`src/rtl/array_priority_queue_core_assert.svh`:
```
// ----------------------------------------------------------------------------
// Assertion macros for the array priority queue
// Clocked, reset-qualified property wrappers used by the top level.
// ----------------------------------------------------------------------------
`ifndef ARRAY_PRIORITY_QUEUE_CORE_ASSERT_SVH
`define ARRAY_PRIORITY_QUEUE_CORE_ASSERT_SVH

// same-cycle implication
`define APQ_ASSERT_IMP(lbl, clk, rst_n, ante, cons, msg) \
  lbl: assert property (@(posedge clk) disable iff (!rst_n) (ante) |-> (cons)) \
    else $error(msg);

// next-cycle implication
`define APQ_ASSERT_NEXT(lbl, clk, rst_n, ante, cons, msg) \
  lbl: assert property (@(posedge clk) disable iff (!rst_n) (ante) |=> (cons)) \
    else $error(msg);

`endif

```
`src/rtl/apq_pkg.sv`:
```
`timescale 1ns / 1ps
// ----------------------------------------------------------------------------
// apq_pkg
// Shared sizes, codes and types of the array priority queue.
// ----------------------------------------------------------------------------
package apq_pkg;

  localparam int CAPACITY  = 32;
  localparam int IDX_W     = $clog2(CAPACITY);
  localparam int CNT_W     = $clog2(CAPACITY + 1);
  localparam int VAL_W     = 16;
  localparam int PRI_W     = 8;
  localparam int CMD_W     = 2;
  localparam int STS_W     = 2;
  localparam int CNT_OUT_W = 6;

  typedef enum logic [CMD_W-1:0] {
    CMD_ADD     = 2'd0,
    CMD_EXTRACT = 2'd1,
    CMD_CLEAR   = 2'd2
  } apq_cmd_e;

  typedef enum logic [STS_W-1:0] {
    ST_DONE  = 2'd0,
    ST_FULL  = 2'd1,
    ST_EMPTY = 2'd2
  } apq_status_e;

  typedef enum logic [1:0] {
    S_IDLE,
    S_SCAN,
    S_SHIFT
  } apq_state_e;

  typedef struct packed {
    logic [VAL_W-1:0] value;
    logic [PRI_W-1:0] pri;
  } apq_entry_t;

  typedef struct packed {
    logic                 valid;
    logic [VAL_W-1:0]     value;
    apq_status_e          status;
    logic [CNT_OUT_W-1:0] count;
    logic                 is_empty;
    logic                 is_full;
  } apq_res_t;

  typedef struct packed {
    logic idle;
    logic cnt_zero;
  } apq_stat_t;

endpackage

```
`src/rtl/apq_store.sv`:
```
`timescale 1ns / 1ps
// ----------------------------------------------------------------------------
// apq_store
// Entry memory: one write port, one read port with registered read data.
// ----------------------------------------------------------------------------
module apq_store (
  input  logic                      clk_i,
  input  logic                      we_i,
  input  logic [apq_pkg::IDX_W-1:0] waddr_i,
  input  apq_pkg::apq_entry_t       wdata_i,
  input  logic [apq_pkg::IDX_W-1:0] raddr_i,
  output apq_pkg::apq_entry_t       rdata_o
);
  import apq_pkg::*;

  apq_entry_t mem [CAPACITY];
  apq_entry_t rdata_q;

  always_ff @(posedge clk_i) begin
    if (we_i) begin
      mem[waddr_i] <= wdata_i;
    end
  end

  always_ff @(posedge clk_i) begin
    rdata_q <= mem[raddr_i];
  end

  assign rdata_o = rdata_q;

endmodule

```
`src/rtl/apq_ctrl.sv`:
```
`timescale 1ns / 1ps
// ----------------------------------------------------------------------------
// apq_ctrl
// Command sequencer: append, clear, and the extract scan/shift passes that
// walk the entry memory one read per cycle through a single compare unit.
// ----------------------------------------------------------------------------
module apq_ctrl (
  input  logic                      clk_i,
  input  logic                      rst_ni,
  input  logic                      start_i,
  input  logic [apq_pkg::CMD_W-1:0] cmd_i,
  input  logic [apq_pkg::VAL_W-1:0] value_i,
  input  logic [apq_pkg::PRI_W-1:0] pri_i,
  output apq_pkg::apq_stat_t        stat_o,
  output apq_pkg::apq_res_t         res_o
);
  import apq_pkg::*;

  apq_state_e       state_q, state_d;
  logic [CNT_W-1:0] cnt_q, cnt_d;
  logic [CNT_W-1:0] ptr_q, ptr_d;
  logic             pend_q, pend_d;
  logic [IDX_W-1:0] pend_idx_q, pend_idx_d;
  logic [IDX_W-1:0] best_idx_q, best_idx_d;
  logic [PRI_W-1:0] best_pri_q, best_pri_d;
  logic [VAL_W-1:0] best_val_q, best_val_d;

  logic             we;
  logic [IDX_W-1:0] waddr;
  apq_entry_t       wdata;
  apq_entry_t       rdata;
  logic             issue;
  logic             take;

  apq_store u_store (
    .clk_i   (clk_i),
    .we_i    (we),
    .waddr_i (waddr),
    .wdata_i (wdata),
    .raddr_i (ptr_q[IDX_W-1:0]),
    .rdata_o (rdata)
  );

  always_ff @(posedge clk_i or negedge rst_ni) begin
    if (!rst_ni) begin
      state_q <= S_IDLE;
      cnt_q   <= '0;
      ptr_q   <= '0;
      pend_q  <= 1'b0;
    end else begin
      state_q <= state_d;
      cnt_q   <= cnt_d;
      ptr_q   <= ptr_d;
      pend_q  <= pend_d;
    end
  end

  always_ff @(posedge clk_i) begin
    pend_idx_q <= pend_idx_d;
    best_idx_q <= best_idx_d;
    best_pri_q <= best_pri_d;
    best_val_q <= best_val_d;
  end

  // single compare: first returned entry seeds, strictly greater replaces
  assign take  = pend_q && ((pend_idx_q == '0) || (rdata.pri > best_pri_q));
  assign issue = (ptr_q < cnt_q);

  always_comb begin
    state_d      = state_q;
    cnt_d        = cnt_q;
    ptr_d        = ptr_q;
    pend_d       = 1'b0;
    pend_idx_d   = ptr_q[IDX_W-1:0];
    best_idx_d   = best_idx_q;
    best_pri_d   = best_pri_q;
    best_val_d   = best_val_q;
    we           = 1'b0;
    waddr        = cnt_q[IDX_W-1:0];
    wdata.value  = value_i;
    wdata.pri    = pri_i;
    res_o.valid  = 1'b0;
    res_o.value  = '0;
    res_o.status = ST_DONE;

    case (state_q)
      S_IDLE: begin
        if (start_i) begin
          case (cmd_i)
            CMD_ADD: begin
              res_o.valid = 1'b1;
              if (cnt_q == CNT_W'(CAPACITY)) begin
                res_o.status = ST_FULL;
              end else begin
                we    = 1'b1;
                cnt_d = cnt_q + 1'b1;
              end
            end
            CMD_EXTRACT: begin
              if (cnt_q == '0) begin
                res_o.valid  = 1'b1;
                res_o.status = ST_EMPTY;
              end else begin
                state_d = S_SCAN;
                ptr_d   = '0;
              end
            end
            CMD_CLEAR: begin
              res_o.valid = 1'b1;
              cnt_d       = '0;
            end
            default: begin
              res_o.valid = 1'b1;
            end
          endcase
        end
      end

      S_SCAN: begin
        pend_d = issue;
        if (issue) begin
          ptr_d = ptr_q + 1'b1;
        end
        if (take) begin
          best_idx_d = pend_idx_q;
          best_pri_d = rdata.pri;
          best_val_d = rdata.value;
        end
        if (!issue && !pend_q) begin
          state_d = S_SHIFT;
          ptr_d   = CNT_W'(best_idx_q) + 1'b1;
        end
      end

      S_SHIFT: begin
        // read entry k while entry k-2 takes the registered read data of entry k-1
        pend_d = issue;
        if (issue) begin
          ptr_d = ptr_q + 1'b1;
        end
        if (pend_q) begin
          we    = 1'b1;
          waddr = pend_idx_q - 1'b1;
          wdata = rdata;
        end
        if (!issue && !pend_q) begin
          state_d     = S_IDLE;
          cnt_d       = cnt_q - 1'b1;
          res_o.valid = 1'b1;
          res_o.value = best_val_q;
        end
      end

      default: begin
        state_d = S_IDLE;
      end
    endcase

    res_o.count    = CNT_OUT_W'(cnt_d);
    res_o.is_empty = (cnt_d == '0);
    res_o.is_full  = (cnt_d == CNT_W'(CAPACITY));
  end

  assign stat_o.idle     = (state_q == S_IDLE);
  assign stat_o.cnt_zero = (cnt_q == '0);

endmodule

```
`src/rtl/array_priority_queue_core.sv`:
```
`timescale 1ns / 1ps
// ----------------------------------------------------------------------------
// array_priority_queue_core
// Priority queue over an unsorted entry memory, stream in, stream out.
// ----------------------------------------------------------------------------
// Each input beat is one command and gives one result beat. Add, clear and
// unknown commands finish in the cycle they are taken, as does an extract on
// an empty queue. Any other extract runs two passes: a scan pass reads
// every entry once through the single read port of the entry memory to
// find the highest priority (earliest wins a tie), then a shift pass moves
// each later entry down one slot, one read and one write a cycle. The input
// is not ready while the passes run. The result sits in an output register,
// so a new command is taken while the last result is leaving.
`include "array_priority_queue_core_assert.svh"

module array_priority_queue_core (
  input  logic        clk_i,
  input  logic        rst_ni,
  input  logic        s_axis_tvalid_i,
  output logic        s_axis_tready_o,
  input  logic [23:0] s_axis_tdata_i,  // value_in[15:0], priority_in[23:16]
  input  logic [1:0]  s_axis_tuser_i,  // command[1:0]
  output logic        m_axis_tvalid_o,
  input  logic        m_axis_tready_i,
  output logic [23:0] m_axis_tdata_o,  // value_out[15:0], count[21:16],
                                       // is_empty[22], is_full[23]
  output logic [1:0]  m_axis_tuser_o   // status[1:0]
);
  import apq_pkg::*;

  apq_stat_t stat;
  apq_res_t  res;
  apq_res_t  out_q;
  logic      out_valid_q, out_valid_d;
  logic      out_free;
  logic      accept;

  assign out_free        = !out_valid_q || m_axis_tready_i;
  assign s_axis_tready_o = stat.idle && out_free;
  assign accept          = s_axis_tvalid_i && s_axis_tready_o;

  apq_ctrl u_ctrl (
    .clk_i   (clk_i),
    .rst_ni  (rst_ni),
    .start_i (accept),
    .cmd_i   (s_axis_tuser_i),
    .value_i (s_axis_tdata_i[VAL_W-1:0]),
    .pri_i   (s_axis_tdata_i[VAL_W+PRI_W-1:VAL_W]),
    .stat_o  (stat),
    .res_o   (res)
  );

  always_comb begin
    out_valid_d = out_valid_q;
    if (res.valid) begin
      out_valid_d = 1'b1;
    end else if (m_axis_tready_i) begin
      out_valid_d = 1'b0;
    end
  end

  always_ff @(posedge clk_i or negedge rst_ni) begin
    if (!rst_ni) begin
      out_valid_q <= 1'b0;
    end else begin
      out_valid_q <= out_valid_d;
    end
  end

  always_ff @(posedge clk_i) begin
    if (res.valid) begin
      out_q <= res;
    end
  end

  assign m_axis_tvalid_o = out_valid_q;
  assign m_axis_tdata_o  = {out_q.is_full, out_q.is_empty, out_q.count, out_q.value};
  assign m_axis_tuser_o  = out_q.status;

  `APQ_ASSERT_NEXT(a_extract_busy, clk_i, rst_ni, accept && (s_axis_tuser_i == CMD_EXTRACT) && !stat.cnt_zero, !stat.idle, "extract on a non-empty queue did not start a scan")
  `APQ_ASSERT_IMP(a_res_slot_free, clk_i, rst_ni, res.valid, out_free, "result produced while the output register is occupied")
  `APQ_ASSERT_IMP(a_flags_exclusive, clk_i, rst_ni, res.valid, !(res.is_empty && res.is_full), "empty and full flags both set")
  `APQ_ASSERT_IMP(a_empty_status, clk_i, rst_ni, res.valid && (res.status == ST_EMPTY), res.is_empty && (res.value == '0), "empty-extract result is inconsistent")

endmodule

```
`config.mk`:
```
export PLATFORM = sky130hd
export DESIGN_NAME = array_priority_queue_core
export DESIGN_NICKNAME = d
export VERILOG_FILES = /design/src/rtl/apq_pkg.sv /design/src/rtl/apq_store.sv /design/src/rtl/apq_ctrl.sv /design/src/rtl/array_priority_queue_core.sv
export VERILOG_INCLUDE_DIRS = /design/src /design/src/rtl
export SDC_FILE = /design/constraint.sdc
export NUM_CORES = 1
export LEC_CHECK = 0
export BUFFER_PORTS_ARGS = -buffer_cell sky130_fd_sc_hd__buf_2
export CAP_MARGIN = 20
export CORE_UTILIZATION = 45
export CTS_CLUSTER_SIZE = 30
export DETAILED_ROUTE_END_ITERATION = 16
export GPL_TIMING_DRIVEN = 0
export HOLD_SLACK_MARGIN = 0.05
export PLACE_DENSITY = 0.6
export SYNTH_ARGS = -nofsm -noshare
export SYNTH_HDL_FRONTEND = slang
export SYNTH_HIERARCHICAL = 1
export SYNTH_SLANG_ARGS = --single-unit
```
`constraint.sdc`:
```
create_clock -name clk_i -period 5.52 [get_ports clk_i]
set_clock_uncertainty 0.05 [all_clocks]
set_input_delay 1.38 -clock clk_i [delete_from_list [all_inputs] [get_ports clk_i]]
set_output_delay 1.38 -clock clk_i [all_outputs]
set_load 0.005 [all_outputs]
```
# == Yosys cells after proc, flatten, opt, wreduce, memory -nomap -nowiden ==
# Memories as Yosys holds them, arrays and structs flattened. A register that Yosys moved wholly into a read port is not among the register bits.
# Cells that the tools add are included.
# Widths: inputs -> output; s select.
# word_totals
regBits,76
ram_bits,768
inputBits,30
out_inout_bits,28
elab_cells,94
memories,1
# mem_list
memory,words,width,read_ports,rd_ports_with_merged_regs,wr,line_no,rtl
u_ctrl.u_store.mem,32,24,1,1,1,apq_store.sv:16,apq_entry_t mem [CAPACITY];
# op_classes
add_sub_neg,5
magnitude_cmp,2
eq_ne,11
muxes,39
n_reduce_logical,22
# ops
op,count
$mux 24,2
$mux 6,8
$pmux 6 s2,2
$pmux 6 s3,1
$mux 17,1
$mux 1,13
$add 6x1->6 const B,2
$eq 6x6->1 const B,2
$logic_not 6->1,2
$mux 2,6
$mux 5,2
$gt 8x8->1,1
$ne 2x1->1 const B,4
$add 5x1->6 const B,1
$lt 6x6->1,1
$pmux 2 s3,1
$reduce_and 2->1,3
$sub 6x1->6 const B,1
$logic_not 5->1,1
$reduce_and 5->1,1
$sub 5x1->5 const B,1
$eq 2x1->1 const B,2
$eq 2x2->1 const B,2
$logic_and 1x1->1,4
10 further kinds,15

# == Depth between registers and ports, before layout ==
# logic_depth
word_depth,8
mapped_depth,11
mapped_depth_nobuf,10

# == Cells and area by module ==
# Netlist, hierarchy kept.
# modules_own_cells
mod,n_inst,cells_per_inst,area_per_inst_um2,seq_area_each_um2
apq_store,1,1711,30478.0,23542.6
apq_ctrl,1,328,3239.4,1346.3
array_priority_queue_core,1,31,838.3,805.8

# == Least setup slack after synthesis ==
# Ideal clock, no wire load.
# synth_timing
path_type,input to register
startpoint,input m_axis_tready_i
endpoint,memory u_ctrl/u_store/mem[28][0] (netlist bit) (enable)
setup_ps,405
arrival_time_ps,3906
t_required_ps,5065
path_slack_ps,1159
stages,9
n_path_buf,1
cell_sequence,nand2b_4 and3_1 nand2_1 nor3_1 nand2_1 nand2_1 or3b_2 clkbuf_1 nor2_1
# synth_between
elab_chain_cells,7
# synth_rtl
item,line_no,rtl
from (decl),array_priority_queue_core.sv:24,"input logic m_axis_tready_i,"
$logic_or 1x1->1,array_priority_queue_core.sv:38,assign out_free = !out_valid_q || m_axis_tready_i;
$logic_and 1x1->1,array_priority_queue_core.sv:39,assign s_axis_tready_o = stat.idle && out_free;
$logic_and 1x1->1,array_priority_queue_core.sv:40,assign accept = s_axis_tvalid_i && s_axis_tready_o;
named net accept,array_priority_queue_core.sv:36,logic accept;
$mux 1,apq_ctrl.sv:88,if (start_i) begin
$pmux 1 s2,apq_ctrl.sv:86,case (state_q)
named net u_ctrl.we,apq_ctrl.sv:28,logic we;
$mux 1,apq_store.sv:20,if (we_i) begin
$mux 1 (implied by the code),apq_store.sv:21,mem[waddr_i] <= wdata_i;
to (decl),apq_store.sv:16,
# The timed path passes the listed nets, and every way through them passes these cells.

# == Worst setup path in the final report ==
# layout_timing
startpoint,register u_ctrl.state_q[0]
endpoint,memory u_ctrl/u_store/mem[8][13] (netlist bit) (enable)
# layout_between
word_cells_on_any_way,9
cone_classes,eq/ne (1); mux (5); reduce/logical (3)
# layout_rtl
item,line_no,rtl
from (decl),apq_ctrl.sv:19,"apq_state_e state_q, state_d;"
from (signal assigned),apq_ctrl.sv:51,state_q <= state_d;
$eq 2x2->1,apq_ctrl.sv:86,
$mux 5,apq_ctrl.sv:86,
named net u_ctrl.waddr[3],apq_ctrl.sv:29,logic [IDX_W-1:0] waddr;
# The timed path passes the listed nets, and every way through them passes these cells.

==> impl_metrics.py <==
metrics = {
    "yosys": {
        "yosysTopAreaCellShare": 0.715,
        "synth-seq-cells": 868,
        "synthCells": 2070,
        "syn-mean-instance-area_um2": 16.7,
        "ys_types": 62,
        "synth_flop_cell": "edfxtp_1",
        "synth_seq_area_share": 0.744,
        "ys_async_sr_fraction": 0.0184,
        "synth_area_um2": 34600,
        "yosysTopAreaCell": "edfxtp_1",
        "synth_edf_count": 823,
        "synth_warnings": 6,
        "synth_nets": 2123,
        "synth_area_leaders": "edfxtp_1, mux2i_1, dfxtp_1, a22oi_1, a21oi_1",
    },
    "critical_path": {
        "critical_path_arrival_ns": 5.40,
        "cpMaxStageDelayCell": "nor2_4",
        "crit_path_start_kind": "register",
        "r2r_end": "u_ctrl/u_store/mem[8][13]$_DFFE_PP_",
        "crit-reg2reg-launch": "u_ctrl/state_q[0]$_DFFE_PN0P_",
        "worstSetupPathType": "reg -> reg",
        "path_cells": "inv_1 -> ha_1 -> clkbuf_1 -> clkbuf_1 -> nand2_1 -> clkbuf_1 -> o21ai_1 -> or3b_2 -> nor2_4",
        "crit_fanout": 24,
        "r2r_setup_slack_ns": 0.31,
        "critPathMaxStageDelay_ns": 0.81,
        "cp-end-kind": "register",
        "worst_path_most_repeated_cell": "clkbuf_1",
        "reg2reg_depth": 9,
        "cp_data_required_time_ns": 5.70,
        "startpoint": "u_ctrl/state_q[0]$_DFFE_PN0P_",
    },
    "pwr": {
        "power_frac_comb": 0.303,
        "pwr-share-seq": 0.404,
        "irDropWorstVdd_v": 0.000274,
        "p_leak_uw": 0.0134,
        "p_switching_uw": 6620,
        "p_int_uw": 13300,
        "pwr_density_cell_nw_per_um2": 504,
        "p_sw_frac": 0.333,
        "clkPwrFrac": 0.293,
    },
    "sta": {
        "fin_setup_tns_ns": 0,
        "period_minus_slack_ns": 5.21,
        "final.period_utilization": 0.945,
        "slew_headroom": 0.229,
        "grt_setup_unrepaired": "no",
        "setup_violations": 0,
        "tightest_slew_ns": 1.16,
        "fmax_mhz": 192,
        "setup_slack_ns": 0.306,
        "drv_slew": 0,
        "hold_viol": 0,
    },
    "die": {
        "die_y_um": 279,
        "core_area_um2": 75900,
        "placement_rows": 101,
        "ios": 58,
        "die_width_um": 279,
        "initial_utilization": 0.455,
        "die_area_um2": 77900,
    },
    "global_route": {
        "overflow": 0,
        "antenna_found_initial": 1,
        "grt_pass1_vias": 18811,
        "grt_use_total": 0.222,
        "grt_max_degree": 33,
        "grt_pass1_wl_um": 125000,
    },
    "clock_tree": {
        "clock-sinks": 868,
        "cts_made_buffers": 88,
        "insertion_delay_ns": 0.63,
        "cts_max_path_buffers": 3,
        "cts_setup_buffers": 0,
        "ctsResizeCount": 2,
        "cts_max_level": 3,
        "hold_buffers": 0,
        "path_clk_slew_ns": 0.06,
        "cts_tree": "built",
        "root_buffer": "clkbuf_16",
    },
    "final_layout": {
        "finish.utilization": 0.520,
        "drive_above_1_share": 0.140,
        "area_growth_pct": 14.2,
        "num_antenna_cells": 0,
        "final_cells": 3332,
        "final_nets": 2280,
    },
    "routing": {
        "postRouteAntennaNets": 0,
        "route.detailed.drc": 0,
        "wl_per_cell_um": 26.0,
        "vias": 18891,
        "wl_um": 86500,
        "drt-initial-drc-count": 1639,
        "dr.pass1.iters": 5,
        "viasPerCell": 5.67,
    },
    "place": {
        "gp_congestion": 0.853,
        "dp_cells": 3167,
        "place_ws_ns": -0.0201,
        "hpwl_um": 56300,
        "numPortBuffers": 57,
    },
    "hold_path": {
        "worst_hold_path_type": "reg -> reg",
        "hold_end": "u_ctrl/best_val_q[8]$_DFFE_PP_",
        "hold_depth": 0,
        "hold_start": "u_ctrl/u_store/rdata_o[16]$_DFF_P_",
    },
    "outcome": {
        "status": "completed",
    },
    "job": {
        "drv_cap": 0,
    },
}
-- layout make-up --
class | count | area, um2
well taps | 1030 | 1290
clock inverters | 39 | 348
repair buffers | 67 | 526
clock buffers | 126 | 2500
inverters | 22 | 82.6
multi-input cells | 1065 | 8320
fillers | 6108 | 36500
flip-flops and latches | 868 | 25700
plain buffers | 115 | 703
-- metal layers --
metal	GRT usage	vias to the layer above	part of all wire
met5	0	-	0.00012
met4	0.0758	2	0.030
met3	0.0298	124	0.060
met2	0.373	690	0.49
met1	0.298	9631	0.42
li1	-	8444	-
-- how the worst max path moves through the flow --
stage,cells after the start,endpoint
2_1_floorplan,9,u_ctrl/u_store/mem[28][0]$_DFFE_PP_
3_3_place_gp,9,u_ctrl/u_store/mem[11][4]$_DFFE_PP_
3_5_place_dp,9,u_ctrl/u_store/mem[30][8]$_DFFE_PP_
4_1_cts,9,u_ctrl/u_store/mem[8][13]$_DFFE_PP_
5_1_grt,9,u_ctrl/u_store/mem[15][6]$_DFFE_PP_
6_report,9,u_ctrl/u_store/mem[8][13]$_DFFE_PP_
-- per-stage QoR --
| stage | hold WS, ns | area [um2] | total power, uW |
|---|---|---|---|
| finish | 0.375 | 39500 | 19900 |
| global route | 0.392 | 39500 | 20600 |
| CTS | 0.371 | 39500 | 20000 |
| detailed placement | 0.363 | 36600 | 14200 |
| global placement | 0.360 | 36100 | 14100 |
| floorplan | 0.354 | 34600 | 11800 |
-- placed cells by master, fill, tap and decap left out, drive strengths merged, types with 5 or more instances in the layout --
cell type	Yosys	final
a31oi	26	26
nand2b	9	9
a22o	49	49
or3	5	5
inv	22	25
ha	23	23
mux2	23	23
clkinv	0	28
nor2b	6	6
dfrtp	16	16
nand4	5	5
a211o	5	5
edfxtp	823	823
nand3b	7	7
clkbuf	42	168
o21ai	18	18
dfxtp	29	29
buf	73	140
nand3	85	85
nand2	103	103
a21oi	89	89
nor2	50	50
mux2i	387	387
nor3	29	29
and3	20	20
bufinv	0	6
a22oi	73	73
-- power by group through the flow --
stage          Sequential (uW)  Clock, uW  Combinational [uW]
5_1_grt                   8070       6180                6400
6_report                  8040       5820                6020
3_3_place_gp              8190          0                5880
2_1_floorplan             8060          0                3750
3_5_place_dp              8180          0                6050
4_1_cts                   8040       5930                6070
-- cell usage after synthesis (23+ instances only) --
cell,count
edfxtp_1,823
mux2i_1,387
nand2_1,103
a21oi_1,89
nand3_1,85
a22oi_1,73
nor2_1,50
a22o_1,49
clkbuf_1,40
dfxtp_1,29
nor3_1,29
buf_2,27
a31oi_1,26
buf_6,24
ha_1,23
mux2_2,23
-- sequential cells by signal, indices dropped and copies added, names as in the netlist --
name and flops:
u_ctrl/best_idx_q 5, m_axis_tvalid_o 1, u_ctrl/u_store/mem 768, u_ctrl/pend_q 1, m_axis_tuser_o 2, u_ctrl/best_pri_q 8
u_ctrl/state_q 2, u_ctrl/best_val_q 16, u_ctrl/ptr_q 6, u_ctrl/u_store/rdata_o 24, m_axis_tdata_o 24, u_ctrl/cnt_q 6
u_ctrl/pend_idx_q 5
-- logic make-up (layout without fill, tap and decap cells) --
logic type / Yosys count / after routing / share of synthesized area
buf+inv: 137 / 369 / 0.0227
compound gates: 285 / 285 / 0.0559
mux: 410 / 410 / 0.120
fa+ha+maj: 23 / 23 / 0.00833
xor+xnor: 7 / 7 / 0.00177
simple gates: 340 / 340 / 0.0480
flops: 868 / 868 / 0.744
-- worst max-delay path: cells and delay by family (launching register included) --
| kind | cells | cell delay (ns) |
|---|---|---|
| flops | 1 | 0.42 |
| buf+inv | 4 | 1.46 |
| fa+ha+maj | 1 | 0.14 |
| compound gates | 1 | 0.75 |
| simple gates | 3 | 1.99 |
Note: power is estimated with default switching activity, not from simulation.
